--- src/rtl/assert_macros.svh ---
// ----------------------------------------------------------------------------
// assert_macros.svh
// Concurrent assertion helpers clocked on clk, disabled while rst_n is low.
// ----------------------------------------------------------------------------
`ifndef ASSERT_MACROS_SVH
`define ASSERT_MACROS_SVH

`ifndef ASSERT_OFF
`define KSF_ASSERT(lbl, prop, msg) \
    lbl: assert property (@(posedge clk) disable iff (!rst_n) (prop)) else $error(msg);
`define KSF_ASSERT_IMPL(lbl, pre, post, msg) \
    lbl: assert property (@(posedge clk) disable iff (!rst_n) (pre) |-> (post)) else $error(msg);
`else
`define KSF_ASSERT(lbl, prop, msg)
`define KSF_ASSERT_IMPL(lbl, pre, post, msg)
`endif

`endif

--- src/rtl/ksf_pkg.sv ---
// ----------------------------------------------------------------------------
// ksf_pkg
// Shared types and constants of the spanning forest block.
// ----------------------------------------------------------------------------
`timescale 1ns / 1ps

package ksf_pkg;

    localparam int DEF_MAX_VERTICES = 64;
    localparam int DEF_MAX_EDGES    = 256;
    localparam int DEF_COST_BITS    = 32;

    localparam int END_BITS   = 6;
    localparam int VCNT_BITS  = 7;
    localparam logic [VCNT_BITS-1:0] VCNT_RESET = 7'd64;

    typedef enum logic [2:0] {
        ST_LOAD,
        ST_SCAN,
        ST_FIND_A,
        ST_FIND_B,
        ST_JOIN,
        ST_FINISH
    } ksf_state_t;

    typedef struct packed {
        logic                clear;
        logic                start;
        logic [END_BITS-1:0] vertex;
        logic                link;
        logic [END_BITS-1:0] link_from;
        logic [END_BITS-1:0] link_to;
    } uf_ctl_t;

    typedef struct packed {
        logic                busy;
        logic                done;
        logic [END_BITS-1:0] root;
    } uf_stat_t;

endpackage

--- src/rtl/ksf_find.sv ---
// ----------------------------------------------------------------------------
// ksf_find
// Union-find parent store with an iterative root walk, one step a cycle.
// ----------------------------------------------------------------------------
`timescale 1ns / 1ps

module ksf_find
    import ksf_pkg::*;
#(
    parameter int MAX_VERTICES = DEF_MAX_VERTICES
)(
    input  logic     clk,
    input  logic     rst_n,
    input  uf_ctl_t  ctl,
    output uf_stat_t stat
);

    localparam int VW = $clog2(MAX_VERTICES);

    logic [VW-1:0]           parent_mem [MAX_VERTICES];
    logic [MAX_VERTICES-1:0] set_reg;
    logic                    busy_reg;
    logic [VW-1:0]           cur_reg;
    logic [VW-1:0]           rd_q_reg;
    logic                    rd_set_reg;

    logic [VW-1:0] parent;
    logic          at_root;
    logic          rd_en;
    logic [VW-1:0] rd_addr;

    // an entry never linked since the last clear is its own parent
    assign parent  = rd_set_reg ? rd_q_reg : cur_reg;
    assign at_root = (parent == cur_reg);
    assign rd_en   = ctl.start || (busy_reg && !at_root);
    assign rd_addr = ctl.start ? ctl.vertex[VW-1:0] : parent;

    always_ff @(posedge clk)
    begin
        if (rd_en)
        begin
            rd_q_reg <= parent_mem[rd_addr];
        end
        if (ctl.link)
        begin
            parent_mem[ctl.link_from[VW-1:0]] <= ctl.link_to[VW-1:0];
        end
    end

    always_ff @(posedge clk or negedge rst_n)
    begin
        if (!rst_n)
        begin
            set_reg    <= '0;
            busy_reg   <= 1'b0;
            cur_reg    <= '0;
            rd_set_reg <= 1'b0;
        end
        else
        begin
            if (ctl.clear)
            begin
                set_reg <= '0;
            end
            else if (ctl.link)
            begin
                set_reg[ctl.link_from[VW-1:0]] <= 1'b1;
            end
            if (rd_en)
            begin
                rd_set_reg <= set_reg[rd_addr];
                cur_reg    <= rd_addr;
            end
            if (ctl.start)
            begin
                busy_reg <= 1'b1;
            end
            else if (busy_reg && at_root)
            begin
                busy_reg <= 1'b0;
            end
        end
    end

    assign stat.busy = busy_reg;
    assign stat.done = busy_reg && at_root;
    assign stat.root = END_BITS'(cur_reg);

endmodule

--- config.mk ---
export PLATFORM = sky130hd
export DESIGN_NAME = ksf_find
export DESIGN_NICKNAME = d
export VERILOG_FILES = /design/src/rtl/assert_macros.svh /design/src/rtl/ksf_pkg.sv /design/src/rtl/ksf_find.sv
export SDC_FILE = /design/constraint.sdc
export NUM_CORES = 1
export LEC_CHECK = 0
export ABC_AREA = 1
export BUFFER_PORTS_ARGS = -buffer_cell sky130_fd_sc_hd__buf_2
export CORE_ASPECT_RATIO = 1.75
export CORE_MARGIN = 2
export CORE_UTILIZATION = 45
export DETAILED_ROUTE_END_ITERATION = 16
export SYNTH_ARGS = -nofsm -noshare
export SYNTH_HDL_FRONTEND = slang
export SYNTH_SLANG_ARGS = --single-unit
--- constraint.sdc ---
create_clock -name clk -period 5.48 [get_ports clk]
set_input_delay 0.274 -clock clk [delete_from_list [all_inputs] [get_ports clk]]
set_output_delay 0.274 -clock clk [all_outputs]
set_load 0.03 [all_outputs]
==> flow_summary.yaml <==
status:
  outcome: "finished clean"
layout:
  syn2layout_area_growth_pct: 9.99
  fillerInstances: 3930
  nets: 1762
  post-route-util_pct: 49.8
  final_common_cell: "edfxtp_1"
  final_layout_size_suffix_gt1_share_pct: 7.22
  final_cell_mix: "390 x edfxtp_1, 321 x nor2_1, 173 x inv_1"
  seqCellArea_sq_um: 13500
  num_antenna_cells: 0
  largest_register_ffs: 384
  multi_input_area_sq_um: 4900
pwr:
  p_per_area_nw_per_um2: 436
  p_total_mw: 9.39
  peakVddDrop_v: 0.000335
  leakage_nw: 7.72
synth:
  postSynthAreaPerCell_sq_um: 11.2
  yosys.area.top_type_share_pct: 59.8
  syn_area_sq_um: 19600
  synth_edf_count: 390
  synthFlopType: "edfxtp_1"
  ys_seq_elements: 462
  synth_fp_nets: 1769
  syn_inst: 1746
  netlist-cell-type-count: 28
  synth_top_cells_by_area: "edfxtp_1 60%, dfrtp_1 9.2%, nor2_1 6.2%"
  synth_top_cell_by_area: "edfxtp_1"
  yosysWarnings: 0
  async_flop_share_pct: 15.6
  ys_seq_area_share_pct: 69.0
route:
  wl_per_cell_um: 21.7
  dr.pass1.iters: 7
  drc: 0
  num_vias: 13000
  antenna_left: 0
  via_per_inst: 5.55
  dr.first_iter.drc_count: 1233
  routed_wl_um: 50800
clock_network:
  clk_root_buffer_cell: "clkbuf_16"
  clkSinkCount: 462
  h-tree-depth: 2
  cts_tree: "yes"
  cts_resized: 0
  cts_buffers: 42
  clk_pin_slew_ns: 0.07
  clock_latency_ns: 0.56
  cts_buffer_depth: 3
sta:
  fin_skew_ns: 0.0179
  fin_crit_sh_pct: 69.0
  setup_violations: 0
  hold_viol_final: 0
  setup_tns_ns: 0
  relSlewSlack_pct: 24.3
  worst_slew_pin_slew_ns: 1.13
  max_freq_mhz: 264
  drv_slew: 0
  rsz0062_at_grt: "no"
  period_minus_slack_ns: 3.78
floorplanning:
  ios: 31
  die_h_um: 280
  dieArea_sq_um: 45300
  core_area_sq_um: 43200
  std_cell_rows: 101
  start_util_pct: 45.3
  die_w_um: 162
worst_setup_path:
  worstPathArrival_ns: 4.22
  path_cells: "inv_1 > nand2_1 > nand3_2 > nand2_8 > buf_4 > nand2_1 > nand3_1 > nand3_1 > nand3_1 > nand3_1 > nand3_1 > nand2_1 > nand2_1 > nand2_1"
  crit_buf_inv: 2
  path_max_fanout: 132
  cp-start-kind: "flip-flop"
  required_ns: 5.92
  cp_slowest_cell: "nand2_8"
  worstSetupPathType: "reg2reg"
  crit_family: "simple AND/OR/NAND/NOR gates"
  critical_path.max_stage_delay_ns: 0.76
  critPathCaptureType: "flip-flop"
placement:
  port_buffers: 30
  dpl.hpwl_um: 30300
  gp_congestion: 0.873
grt:
  grt_pass1_vias: 13000
  grt_pass1_wl_um: 77700
  overflow: 0
  grt_max_degree: 133
  grt_usage_pct: 22.8
  antenna_found_initial: 0
job:
  drv_cap: 0
worst_hold_path:
  hold_path_class: "in2async"
[power by group]
| part | internal [mW] | total (mW) | switching [mW] |
|---|---|---|---|
| Sequential | 3.91 | 3.96 | 0.0576 |
| Combinational | 0.657 | 2.42 | 1.76 |
| Clock | 1.72 | 3.01 | 1.29 |
[synth_stat cells, types with 2 or more instances]
cell type / number
clkbuf_2: 3
a21oi_1: 29
inv_1: 173
o21ai_1: 9
nand3_1: 165
nor3_1: 13
nor2_1: 321
inv_2: 2
nand3b_1: 10
edfxtp_1: 390
dfrtp_1: 72
o211ai_1: 144
o21bai_1: 6
xor2_1: 3
o21ai_0: 137
buf_4: 18
buf_2: 29
nand2_1: 161
buf_6: 6
buf_1: 9
clkbuf_1: 39
[final cells by class]
type | count | share of cell area [%]
clock inverter | 17 | 0.802
clock buffer | 60 | 5.72
multi-input combinational | 1003 | 22.7
tap | 566 | 3.29
timing repair buffer | 54 | 1.62
sequential | 462 | 62.8
inverter | 176 | 3.07
[what timing repair did]
action / CTS / global route
setup buffers: 0 / 0
hold endpoints to repair: 4 / 0
hold buffers: 1 / 0
[metal layers]
| layer | track usage (%) | up-vias | share of wire [%] |
|---|---|---|---|
| met1 | 27.0 | 6373 | 38 |
| met2 | 40.7 | 443 | 52 |
| met5 | 0 | - | 0 |
| met3 | 2.78 | 112 | 5.2 |
| li1 | - | 6056 | - |
| met4 | 11.6 | 0 | 5.1 |
[metrics by stage]
step	hold WS, ns	worst slack, ns	instances	cell area [sq um]
after global routing	0.0777	1.42	2338	21500
after detailed placement	0.0993	1.75	2260	20100
final	0.0650	1.70	2338	21500
after CTS	0.0637	1.74	2338	21500
after floorplan	-0.0216	3.42	1746	19600
after global placement	0.0954	1.86	2260	20100
[cells by family (layout without fill, tap and decap cells)]
kind of cell,Yosys count,count (layout),share of synthesized area [%]
AND/OR/NAND/NOR,675,675,14.4
flip-flops,462,462,69.0
AO/OA/AOI/OAI,325,325,10.2
buffers and inverters,281,307,6.23
XOR/XNOR,3,3,0.134
[path summary, 6_finish.rpt]
path / from / endpoint / slack (ns) / cells after the start
setup / recovery: rd_set_reg / rd_set_reg / 1.70 / 14
hold / removal: rst_n / set_reg[36] / 0.07 / 2
setup reg to reg: rd_set_reg / rd_set_reg / 1.70 / 14
hold reg to reg: set_reg[55] / set_reg[55] / 0.49 / 2
max in group asynchronous: rst_n / set_reg[18] / 4.12 / 3
min in group clk: ctl[19] / busy_reg / 0.18 / 3
(Power assumes the default switching activity.)
